## config.mk

```make
export PLATFORM = sky130hd
export DESIGN_NAME = double_ended_queue
export DESIGN_NICKNAME = d
export VERILOG_FILES = /design/src/rtl/dq_pkg.sv /design/src/rtl/dq_ram.sv /design/src/rtl/dq_ctrl.sv /design/src/rtl/double_ended_queue.sv
export SDC_FILE = /design/constraint.sdc
export NUM_CORES = 2
export LEC_CHECK = 0
export BUFFER_PORTS_ARGS = -buffer_cell sky130_fd_sc_hd__buf_2
export CAP_MARGIN = 30
export CORE_UTILIZATION = 45
export DETAILED_ROUTE_END_ITERATION = 12
export PLACE_DENSITY = 0.61
export REMOVE_ABC_BUFFERS = 1
export SLEW_MARGIN = 20
export SYNTH_ARGS = -nofsm -noshare
export SYNTH_HDL_FRONTEND = slang
export SYNTH_SLANG_ARGS = --single-unit
export TNS_END_PERCENT = 5
```

## constraint.sdc

```tcl
create_clock -name clk_i -period 23.7 [get_ports clk_i]
set_input_delay 2.37 -clock clk_i [delete_from_list [all_inputs] [get_ports clk_i]]
set_output_delay 2.37 -clock clk_i [all_outputs]
set_load 0.005 [all_outputs]
```

## src/rtl/dq_pkg.sv

```systemverilog
// Shared types and constants of the double-ended queue.
package dq_pkg;

  localparam int unsigned FIELD_W    = 64;
  localparam int unsigned MODE_W     = 3;
  localparam int unsigned STATUS_W   = 2;
  localparam int unsigned COUNT_W    = 5;
  localparam int unsigned OUT_DATA_W = 200;

  typedef enum logic [MODE_W-1:0] {
    MODE_ADD_FRONT = 3'd0,
    MODE_ADD_BACK  = 3'd1,
    MODE_REM_FRONT = 3'd2,
    MODE_REM_BACK  = 3'd3,
    MODE_CLEAR     = 3'd4
  } mode_e;

  typedef enum logic [STATUS_W-1:0] {
    STAT_OK      = 2'd0,
    STAT_REMOVED = 2'd1,
    STAT_EMPTY   = 2'd2,
    STAT_FULL    = 2'd3
  } status_e;

  typedef enum logic [1:0] {
    S_IDLE  = 2'b01,
    S_FETCH = 2'b10
  } state_e;

  typedef struct packed {
    status_e              status;
    logic [FIELD_W-1:0]   removed_value;
    logic [FIELD_W-1:0]   front_value;
    logic [FIELD_W-1:0]   back_value;
    logic [COUNT_W-1:0]   stored_count;
  } result_t;

endpackage

```

## src/rtl/dq_ram.sv

```systemverilog
// Generic single-port RAM with registered read data.
module dq_ram #(
  parameter int unsigned WIDTH = 64,
  parameter int unsigned DEPTH = 16
) (
  input  logic                     clk_i,
  input  logic                     we_i,
  input  logic [$clog2(DEPTH)-1:0] addr_i,
  input  logic [WIDTH-1:0]         wdata_i,
  output logic [WIDTH-1:0]         rdata_o
);

  logic [WIDTH-1:0] mem [DEPTH];
  logic [WIDTH-1:0] rdata_q;

  always_ff @(posedge clk_i) begin
    if (we_i) begin
      mem[addr_i] <= wdata_i;
    end
    rdata_q <= mem[addr_i];
  end

  assign rdata_o = rdata_q;

endmodule

```

## src/rtl/dq_ctrl.sv

```systemverilog
// Pointer, count and end-entry cache control of the double-ended queue.
module dq_ctrl #(
  parameter int unsigned DEPTH      = 16,
  parameter int unsigned ENTRY_BITS = 64
) (
  input  logic                          clk_i,
  input  logic                          rst_ni,
  input  logic                          in_valid_i,
  output logic                          in_ready_o,
  input  dq_pkg::mode_e                 mode_i,
  input  logic [dq_pkg::FIELD_W-1:0]    value_i,
  input  logic                          out_free_i,
  output logic                          res_valid_o,
  output dq_pkg::result_t               res_o,
  output logic                          ram_we_o,
  output logic [$clog2(DEPTH)-1:0]      ram_addr_o,
  output logic [ENTRY_BITS-1:0]         ram_wdata_o,
  input  logic [ENTRY_BITS-1:0]         ram_rdata_i
);

  localparam int unsigned IW = $clog2(DEPTH);
  localparam int unsigned CW = $clog2(DEPTH + 1);

  localparam logic [IW-1:0] LAST_IDX = IW'(DEPTH - 1);
  localparam logic [CW-1:0] FULL_CNT = CW'(DEPTH);

  function automatic logic [IW-1:0] idx_inc(input logic [IW-1:0] idx);
    return (idx == LAST_IDX) ? '0 : idx + 1'b1;
  endfunction

  function automatic logic [IW-1:0] idx_dec(input logic [IW-1:0] idx);
    return (idx == '0) ? LAST_IDX : idx - 1'b1;
  endfunction

  dq_pkg::state_e          state_q, state_d;
  logic [IW-1:0]           front_idx_q, front_idx_d;
  logic [IW-1:0]           back_idx_q, back_idx_d;
  logic [CW-1:0]           count_q, count_d;
  logic [ENTRY_BITS-1:0]   front_val_q, front_val_d;
  logic [ENTRY_BITS-1:0]   back_val_q, back_val_d;
  dq_pkg::status_e         status_q, status_d;
  logic [ENTRY_BITS-1:0]   removed_q, removed_d;
  logic                    fetch_front_q, fetch_front_d;

  logic                    accept;
  logic                    fetch_start;
  logic                    is_full;
  logic                    is_empty;
  logic [ENTRY_BITS-1:0]   value;
  dq_pkg::status_e         status_now;
  logic [ENTRY_BITS-1:0]   removed_now;

  assign in_ready_o = (state_q == dq_pkg::S_IDLE) && out_free_i;
  assign accept     = in_valid_i && in_ready_o;
  assign is_full    = (count_q == FULL_CNT);
  assign is_empty   = (count_q == '0);
  assign value      = value_i[ENTRY_BITS-1:0];

  always_comb begin
    state_d       = state_q;
    front_idx_d   = front_idx_q;
    back_idx_d    = back_idx_q;
    count_d       = count_q;
    front_val_d   = front_val_q;
    back_val_d    = back_val_q;
    status_d      = status_q;
    removed_d     = removed_q;
    fetch_front_d = fetch_front_q;
    status_now    = dq_pkg::STAT_OK;
    removed_now   = '0;
    fetch_start   = 1'b0;
    ram_we_o      = 1'b0;
    ram_addr_o    = front_idx_q;
    ram_wdata_o   = value;

    unique case (state_q)
      dq_pkg::S_IDLE: begin
        if (accept) begin
          unique case (mode_i)
            dq_pkg::MODE_ADD_FRONT: begin
              if (is_full) begin
                status_now = dq_pkg::STAT_FULL;
              end else begin
                front_idx_d = idx_dec(front_idx_q);
                ram_we_o    = 1'b1;
                ram_addr_o  = idx_dec(front_idx_q);
                count_d     = count_q + 1'b1;
                front_val_d = value;
                if (is_empty) begin
                  back_val_d = value;
                end
              end
            end
            dq_pkg::MODE_ADD_BACK: begin
              if (is_full) begin
                status_now = dq_pkg::STAT_FULL;
              end else begin
                back_idx_d = idx_inc(back_idx_q);
                ram_we_o   = 1'b1;
                ram_addr_o = idx_inc(back_idx_q);
                count_d    = count_q + 1'b1;
                back_val_d = value;
                if (is_empty) begin
                  front_val_d = value;
                end
              end
            end
            dq_pkg::MODE_REM_FRONT: begin
              if (is_empty) begin
                status_now = dq_pkg::STAT_EMPTY;
              end else begin
                status_now    = dq_pkg::STAT_REMOVED;
                removed_now   = front_val_q;
                front_idx_d   = idx_inc(front_idx_q);
                count_d       = count_q - 1'b1;
                // fetch the new front entry when one is left
                ram_addr_o    = idx_inc(front_idx_q);
                fetch_start   = (count_q != CW'(1));
                fetch_front_d = 1'b1;
              end
            end
            dq_pkg::MODE_REM_BACK: begin
              if (is_empty) begin
                status_now = dq_pkg::STAT_EMPTY;
              end else begin
                status_now    = dq_pkg::STAT_REMOVED;
                removed_now   = back_val_q;
                back_idx_d    = idx_dec(back_idx_q);
                count_d       = count_q - 1'b1;
                ram_addr_o    = idx_dec(back_idx_q);
                fetch_start   = (count_q != CW'(1));
                fetch_front_d = 1'b0;
              end
            end
            dq_pkg::MODE_CLEAR: begin
              count_d     = '0;
              front_idx_d = '0;
              back_idx_d  = LAST_IDX;
            end
            default: begin
            end
          endcase
          status_d  = status_now;
          removed_d = removed_now;
          if (fetch_start) begin
            state_d = dq_pkg::S_FETCH;
          end
        end
      end
      dq_pkg::S_FETCH: begin
        if (fetch_front_q) begin
          front_val_d = ram_rdata_i;
        end else begin
          back_val_d = ram_rdata_i;
        end
        state_d = dq_pkg::S_IDLE;
      end
      default: begin
        state_d = dq_pkg::S_IDLE;
      end
    endcase
  end

  always_comb begin
    res_valid_o = (accept && !fetch_start) || (state_q == dq_pkg::S_FETCH);
    if (state_q == dq_pkg::S_FETCH) begin
      res_o.status        = status_q;
      res_o.removed_value = dq_pkg::FIELD_W'(removed_q);
    end else begin
      res_o.status        = status_now;
      res_o.removed_value = dq_pkg::FIELD_W'(removed_now);
    end
    res_o.front_value  = (count_d != '0) ? dq_pkg::FIELD_W'(front_val_d) : '0;
    res_o.back_value   = (count_d != '0) ? dq_pkg::FIELD_W'(back_val_d) : '0;
    res_o.stored_count = dq_pkg::COUNT_W'(count_d);
  end

  always_ff @(posedge clk_i or negedge rst_ni) begin
    if (!rst_ni) begin
      state_q     <= dq_pkg::S_IDLE;
      front_idx_q <= '0;
      back_idx_q  <= LAST_IDX;
      count_q     <= '0;
    end else begin
      state_q     <= state_d;
      front_idx_q <= front_idx_d;
      back_idx_q  <= back_idx_d;
      count_q     <= count_d;
    end
  end

  always_ff @(posedge clk_i) begin
    front_val_q   <= front_val_d;
    back_val_q    <= back_val_d;
    status_q      <= status_d;
    removed_q     <= removed_d;
    fetch_front_q <= fetch_front_d;
  end

endmodule

```

## src/rtl/double_ended_queue.sv

```systemverilog
// Top level of the double-ended queue: stream ports, result register, slot RAM.
//
//  Channel   Dir  Handshake             Payload
//  s_axis    in   tvalid/tready         tuser: mode; tdata: entry_value
//  m_axis    out  tvalid/tready         tuser: status; tdata: removed, front,
//                                       back, stored_count
//
// An add, a clear, a rejected add, an empty removal or a removal that leaves
// the queue empty is done in the idle state; a removal that leaves entries
// then waits in S_FETCH on the slot RAM read of the new front or back entry.
// Front and back entries are cached in registers, so the RAM is read only
// after a removal. Results sit in an output register, and a new transaction
// is taken while the held result leaves in the same cycle.
// Reset clears pointers, count and control; no clearing pass over the RAM.
// A stalled master side holds the result and blocks further input.
module double_ended_queue #(
  parameter int unsigned DEPTH      = 16,
  parameter int unsigned ENTRY_BITS = 64
) (
  input  logic                            clk_i,
  input  logic                            rst_ni,
  input  logic                            s_axis_tvalid,
  output logic                            s_axis_tready,
  input  logic [dq_pkg::FIELD_W-1:0]      s_axis_tdata,  // [63:0] entry_value
  input  logic [dq_pkg::MODE_W-1:0]       s_axis_tuser,  // [2:0] mode
  output logic                            m_axis_tvalid,
  input  logic                            m_axis_tready,
  // [63:0] removed_value, [127:64] front_value, [191:128] back_value,
  // [196:192] stored_count, [199:197] zero
  output logic [dq_pkg::OUT_DATA_W-1:0]   m_axis_tdata,
  output logic [dq_pkg::STATUS_W-1:0]     m_axis_tuser   // [1:0] status
);

  localparam int unsigned IW = $clog2(DEPTH);

  logic                    out_valid_q, out_valid_d;
  dq_pkg::result_t         out_res_q, out_res_d;
  logic                    out_free;
  logic                    res_valid;
  dq_pkg::result_t         res;
  logic                    ram_we;
  logic [IW-1:0]           ram_addr;
  logic [ENTRY_BITS-1:0]   ram_wdata;
  logic [ENTRY_BITS-1:0]   ram_rdata;

  // The register is free when empty or when its transaction completes now.
  assign out_free = !out_valid_q || m_axis_tready;

  dq_ctrl #(
    .DEPTH      (DEPTH),
    .ENTRY_BITS (ENTRY_BITS)
  ) u_ctrl (
    .clk_i       (clk_i),
    .rst_ni      (rst_ni),
    .in_valid_i  (s_axis_tvalid),
    .in_ready_o  (s_axis_tready),
    .mode_i      (dq_pkg::mode_e'(s_axis_tuser)),
    .value_i     (s_axis_tdata),
    .out_free_i  (out_free),
    .res_valid_o (res_valid),
    .res_o       (res),
    .ram_we_o    (ram_we),
    .ram_addr_o  (ram_addr),
    .ram_wdata_o (ram_wdata),
    .ram_rdata_i (ram_rdata)
  );

  dq_ram #(
    .WIDTH (ENTRY_BITS),
    .DEPTH (DEPTH)
  ) u_slot_ram (
    .clk_i   (clk_i),
    .we_i    (ram_we),
    .addr_i  (ram_addr),
    .wdata_i (ram_wdata),
    .rdata_o (ram_rdata)
  );

  // Load a new result, or drop the held one once it is taken.
  always_comb begin
    out_valid_d = out_valid_q;
    out_res_d   = out_res_q;
    if (res_valid) begin
      out_valid_d = 1'b1;
      out_res_d   = res;
    end else if (m_axis_tready) begin
      out_valid_d = 1'b0;
    end
  end

  always_ff @(posedge clk_i or negedge rst_ni) begin
    if (!rst_ni) begin
      out_valid_q <= 1'b0;
    end else begin
      out_valid_q <= out_valid_d;
    end
  end

  always_ff @(posedge clk_i) begin
    out_res_q <= out_res_d;
  end

  assign m_axis_tvalid = out_valid_q;
  assign m_axis_tuser  = out_res_q.status;
  assign m_axis_tdata  = {3'b000,
                          out_res_q.stored_count,
                          out_res_q.back_value,
                          out_res_q.front_value,
                          out_res_q.removed_value};

endmodule

```

# --- Yosys cells after proc, flatten, opt, wreduce, memory -nomap -nowiden ---
# Memory sizes are Yosys's and may differ from the RTL's. A register that Yosys moved wholly into a read port is not among the register bits.
# Index checks and enable logic that the tools add are counted.
# Widths: inputs -> output; s select.
word_totals:
  wordCells: 125
  in_bits: 71
  romBits: 0
  ramBits: 1024
  latch_bits: 0
  out_inout_bits: 204
  regBits: 410
  memories: 1
mem_list:
  columns: ["memory", "depth", "word_bits", "read_ports", "rd_clocked_by_memory_dff", "wr", "line", "source"]
  rows:
  - ["u_slot_ram.mem", 16, 64, 1, 1, 1, "dq_ram.sv:13", "logic [WIDTH-1:0] mem [DEPTH];"]
op_classes:
  mul: 0
  n_div: 0
  reduce_logical: 23
  bitwise_logic: 0
  n_shift: 0
  add_sub_neg: 6
  eq_ne: 15
  n_mux: 65
  order_cmp: 0
op_table:
  columns: ["op", "n"]
  rows:
  - ["$mux 64", 14]
  - ["$pmux 64 s2", 5]
  - ["$mux 66", 1]
  - ["$mux 4", 12]
  - ["$pmux 4 s3", 2]
  - ["$mux 5", 4]
  - ["$mux 1", 16]
  - ["$pmux 4 s4", 1]
  - ["$pmux 5 s3", 1]
  - ["$mux 2", 7]
  - ["$reduce_and 5->1", 2]
  - ["$add 4x1->4 const B", 2]
  - ["$eq 4x4->1 const B", 2]
  - ["$logic_not 4->1", 2]
  - ["$ne 2x2->1 const B", 4]
  - ["$sub 4x1->4 const B", 2]
  - ["$eq 3x2->1 const B", 2]
  - ["$reduce_bool 3->1", 2]
  - ["$add 5x1->5 const B", 1]
  - ["$eq 5x5->1 const B", 1]
  - ["$logic_not 5->1", 1]
  - ["$ne 5x1->1 const B", 1]
  - ["$reduce_bool 5->1", 1]
  - ["$sub 5x1->5 const B", 1]
  - ["15 further kinds", 22]

# --- Depth between registers and ports, before layout ---
logic_depth:
  word_depth: 12
  mapped_depth: 15

# --- Cells and area by module ---
# Synthesis repeated with hierarchy kept, for this count alone.
unflattened:
  hier_cells: 3914
  area_unflattened_um2: 61745.5
modules_own_cells:
  columns: ["mod", "n_inst", "area_each_um2", "seq_area_each_um2", "cells_per_inst"]
  rows:
  - ["dq_ram", 1, 39517.9, 32030.7, 1648]
  - ["dq_ctrl", 1, 16178.0, 4956.0, 2060]
  - ["double_ended_queue", 1, 6049.6, 6000.8, 206]

# --- Worst setup path after synthesis ---
# No wires, ideal clock.
synth_path:
  path_type: "input -> register"
  startpoint: "in s_axis_tuser[2] (netlist bit)"
  endpoint: "reg out_res_q (netlist bit m_axis_tdata[0]), enable pin"
  setup_ns: 1.035
  slack_ns: 5.781
  path_stages: 6
  arrival_ns: 16.885
  path_buffers: 2
  t_required_ns: 22.665
  path_cell_list: "clkbuf_1 -> nor2b_1 -> nand2_2 -> buf_6 -> a31oi_1 -> o21ai_0"
synth_via:
  elab_chain_cells: 10
  elab_cells_between_ends: 11
synth_lines:
  columns: ["element", "line", "source"]
  rows:
  - ["start: declaration", "double_ended_queue.sv:25", "input logic [dq_pkg::MODE_W-1:0] s_axis_tuser,"]
  - ["$eq 3x2->1", "dq_ctrl.sv:79", "unique case (mode_i)"]
  - ["$reduce_or 2->1 (no line) *", null, null]
  - ["$mux 1 *", null, null]
  - ["$mux 1 *", "dq_ctrl.sv:78", "if (accept) begin"]
  - ["$mux 1 *", "dq_ctrl.sv:76", "unique case (state_q)"]
  - ["$mux 1 *", "dq_ctrl.sv:78", null]
  - ["$mux 1 *", "dq_ctrl.sv:76", null]
  - ["$logic_not 1->1 *", "dq_ctrl.sv:165", "res_valid_o = (accept && !fetch_start) || (state_q == dq_pkg::S_FETCH);"]
  - ["$logic_and 1x1->1 *", "dq_ctrl.sv:165", null]
  - ["$logic_or 1x1->1 *", "dq_ctrl.sv:165", null]
  - ["end signal: assignment", "double_ended_queue.sv:100", "out_res_q <= out_res_d;"]
  - ["end: declaration", "double_ended_queue.sv:37", "dq_pkg::result_t out_res_q, out_res_d;"]
# Every way passes the cells marked *; elsewhere a longest branch is shown, timed or not. The select of a mux whose other input is x is not followed.
# A chain may end at the register's enable or synchronous reset.

# --- Worst setup path in the final report ---
layout_path:
  startpoint: "in s_axis_tuser[0] (netlist bit)"
  endpoint: "mem u_slot_ram.mem[15][3], enable pin"
layout_via:
  elab_chain_cells: 7
  elab_cells_between_ends: 13
layout_lines:
  columns: ["element", "line", "source"]
  rows:
  - ["$eq 3x1->1 or $logic_not 3->1 (tied branches)", "dq_ctrl.sv:79", null]
  - ["$reduce_or 2->1 (no line)", null, null]
  - ["$mux 1", null, null]
  - ["$mux 1", "dq_ctrl.sv:78", null]
  - ["$mux 1", "dq_ctrl.sv:76", null]
  - ["$mux 1", "dq_ram.sv:17", "if (we_i) begin"]
  - ["$mux 1 (implied by the code)", "dq_ram.sv:18", "mem[addr_i] <= wdata_i;"]
  - ["end: declaration", "dq_ram.sv:13", null]
# Parallel ways exist; a longest one is shown, timed or not.

==> flow_summary.toml <==
[run_status]
status = "completed"

[route]
drc = 0
firstDrtPassIters = 6
drt_iter0_drc = 3988
via_per_inst = 5.85
drt-total-wl_um = 167000
drtAntennaViolNets = 0
vias = 39000
routedWlPerCell_um = 25.0

[sta]
finalHoldViolCount = 0
fin_worst_skew_ns = 0.0237
finalCriticalPeriod_ns = 6.84
fin_crit_sh_pct = 28.9
fin_tns_setup_ns = 0
worst_slew_pin_slew_ns = 1.10
rsz0062_at_grt = "no"
slew_headroom_pct = 26.8
final_max_slew_viol_count = 0
setup_viol = 0
fmax_ghz = 0.146

[global_route]
grt_pass1_wl_um = 247000
track_usage_pct = 23.2
grt_pass1_vias = 38700
overflow = 0
grt_max_degree = 141
antenna_found_initial = 8

[pwr]
powerDensity_nw_per_um2 = 122
p_leak_nw = 25.0
ir_drop_v = 0.000144

[place]
hpwl_um = 94200
routabilityCongestion = 0.804
place_area_um2 = 66600
port_buffers = 271

[worst_setup_path]
path_buf_inv = 4
crit_top_cell = "buf_4"
critPathTopFamily = "simple AND/OR/NAND/NOR gates"
worstPathMaxFanout = 49
worstSetupStartpointType = "input port"
worstPathArrival_ns = 7.25
max_stage_delay_ns = 0.87
crit_type = "input port to flip-flop"
path_cells = "buf_2 -> buf_4 -> or3b_4 -> o21ai_0 -> a311oi_1 -> o21ai_4 -> buf_4 -> nand3_1 -> nor2_4 -> buf_4"
endpoint_kind = "flip-flop"
cp.required_ns = 24.10
slowest_stage = "nor2_4"

[clock_tree]
htree_levels = 4
cts_tree = "done"
cts_root_buf = "clkbuf_16"
clkLatencyLatePin_ns = 0.80
clock_path_buffers = 3
post_cts_resized = 0
cts_sinks = 1498
cts_setup_buffers = 0
ctsHoldBuffers = 0
path_clk_slew_ns = 0.06
cts_buffers = 157

[cells_and_area]
fin_nets = 4739
layout-drive-gt1-share_pct = 17.5
stdcell_area_um2 = 71800
synthToLayoutAreaGrowth_pct = 13.5

[floorplanning]
die_area_um2 = 142000
start_util_pct = 45.4
die_y_um = 377
io_pins = 275
fp.dieW_um = 377
core_area_um2 = 140000
rows = 137

[synth]
synth.cell_area_um2 = 63300
synth_seq_cells = 1498
synth_common_cells = "1290 x edfxtp_1, 535 x mux2i_1, 417 x nand2_1, 277 x a21oi_1, 274 x o21ai_0"
netlist.area_leader.share_pct = 61.2
synth_cell_types = 65
yosysSeqAreaShare_pct = 67.9
syn_inst = 4460
yosysTopAreaCell = "edfxtp_1"
synth_ff_type = "edfxtp_1"
synth.avg_cell_area_um2 = 14.2
synth_warnings = 0
synth.top_cells.by_area = "edfxtp_1 61%, mux2i_1 8.5%, dfxtp_1 6.1%, nand2_1 2.5%, mux4_2 2.3%"
async_flop_share_pct = 1.07
synth-edff-count = 1290
synth_most_common_cell = "edfxtp_1"

[hold_path]
hold_class = "flip-flop to flip-flop"

[job]
cap_violations = 0
==> cell type report <==
type / count / area [um^2]
diodes: 1 / 2.50
clock buffers: 218 / 4310
clock inverters: 76 / 830
fillers: 11700 / 67700
inverters: 21 / 80.1
multi-input cells: 2613 / 19000
flip-flops and latches: 1498 / 43000
well taps: 1876 / 2350
repair buffers: 367 / 2270
==> cells in the final DEF, fill, tap and decap left out, types with 5 or more instances in the layout <==
master / n
o31ai_1: 7
o21ai_0: 273
nand2_1: 416
clkbuf_16: 159
o22ai_1: 6
o311ai_0: 18
dfstp_2: 5
inv_6: 10
clkbuf_8: 11
nor2_1: 156
buf_12: 9
inv_1: 19
and2_1: 131
ha_1: 8
clkinv_2: 22
a31oi_1: 67
nor3_1: 23
dfxtp_1: 192
nand2b_1: 48
mux4_2: 64
dfrtp_1: 11
clkbuf_1: 48
bufinv_16: 14
mux2i_1: 535
o211ai_1: 98
buf_4: 83
a2bb2oi_1: 43
a21o_1: 21
clkinv_1: 20
a22oi_1: 69
a21oi_1: 277
buf_2: 271
a22o_1: 133
mux2_2: 127
edfxtp_1: 1290
nor2_4: 21
nand3_1: 8
==> tightest hold or removal path: cells and delay by family (launching register included) <==
kind	cells	cell delay [ns]
flip-flops	1	0.40
AND/OR/NAND/NOR	2	0.11
==> through the flow <==
stage	util, %	hold WS (ns)	total power [mW]	setup WS (ns)	instances
3_5_place_dp	47.7	0.502	6.31	16.04	6371
5_1_grt	51.5	0.535	9.15	16.68	6669
2_1_floorplan	-	0.449	6.51	-6.29	4132
6_report	51.5	0.513	8.74	16.86	6670
4_1_cts	51.4	0.510	8.78	16.88	6665
3_3_place_gp	47.6	0.478	6.27	16.03	6365
==> flip-flops by register name (all words and copies together) (netlist names) <==
name	count
u_ctrl.fetch_front_q	1
u_ctrl.removed_q	64
u_slot_ram.rdata_o	64
u_ctrl.front_val_q	64
m_axis_tvalid	1
u_slot_ram.mem	1024
u_ctrl.back_val_q	64
u_ctrl.back_idx_q	4
u_ctrl.state_q	2
m_axis_tdata	197
m_axis_tuser	2
u_ctrl.status_q	2
u_ctrl.count_q	5
u_ctrl.front_idx_q	4
==> kinds of logic (layout without fill, tap and decap cells) <==
kind of cell | count (synthesis) | after routing | synth area share [%]
xor gates and xnor gates | 2 | 2 | 0.0277
DFF | 1498 | 1498 | 67.9
muxes | 730 | 730 | 13.1
AOI/OAI and AO/OA | 1038 | 1038 | 10.4
buffers and inverters | 351 | 682 | 2.50
other | 1 | 4 | 0.00592
and+or+nand+nor | 830 | 830 | 5.87
adders and majority gates | 10 | 10 | 0.198
==> per-layer routing <==
layer / share of wire, % / wire length (um) / global-route usage [%] / up-vias
met5: 0.035 / 59 / 0 / -
met2: 46 / 77000 / 36.3 / 1538
li1: - / - / - / 17400
met4: 2.2 / 3610 / 6.79 / 10
met3: 7.1 / 11800 / 4.27 / 282
met1: 45 / 74300 / 33.1 / 19700
==> path summary, 6_finish.rpt <==
check,from,cells after the start,end,slack (ns)
max in group asynchronous,rst_ni,1,u_ctrl.back_idx_q[3],21.79
min in group asynchronous,rst_ni,1,u_ctrl.count_q[2],1.54
max,s_axis_tuser[0],10,u_slot_ram.mem[15][3],16.86
max reg2reg,u_ctrl.count_q[0],12,u_slot_ram.mem[15][3],17.41
min reg2reg,u_ctrl.state_q[0],2,u_ctrl.state_q[0],0.51
min,u_ctrl.state_q[0],2,u_ctrl.state_q[0],0.51
==> report_power, final <==
part	switching [mW]	internal (mW)	leakage, nW	total (mW)
registers	0.201	3.29	13.6	3.49
logic	1.71	1.08	8.91	2.79
clock network	1.03	1.43	2.51	2.46
(Power assumes the default switching activity.)
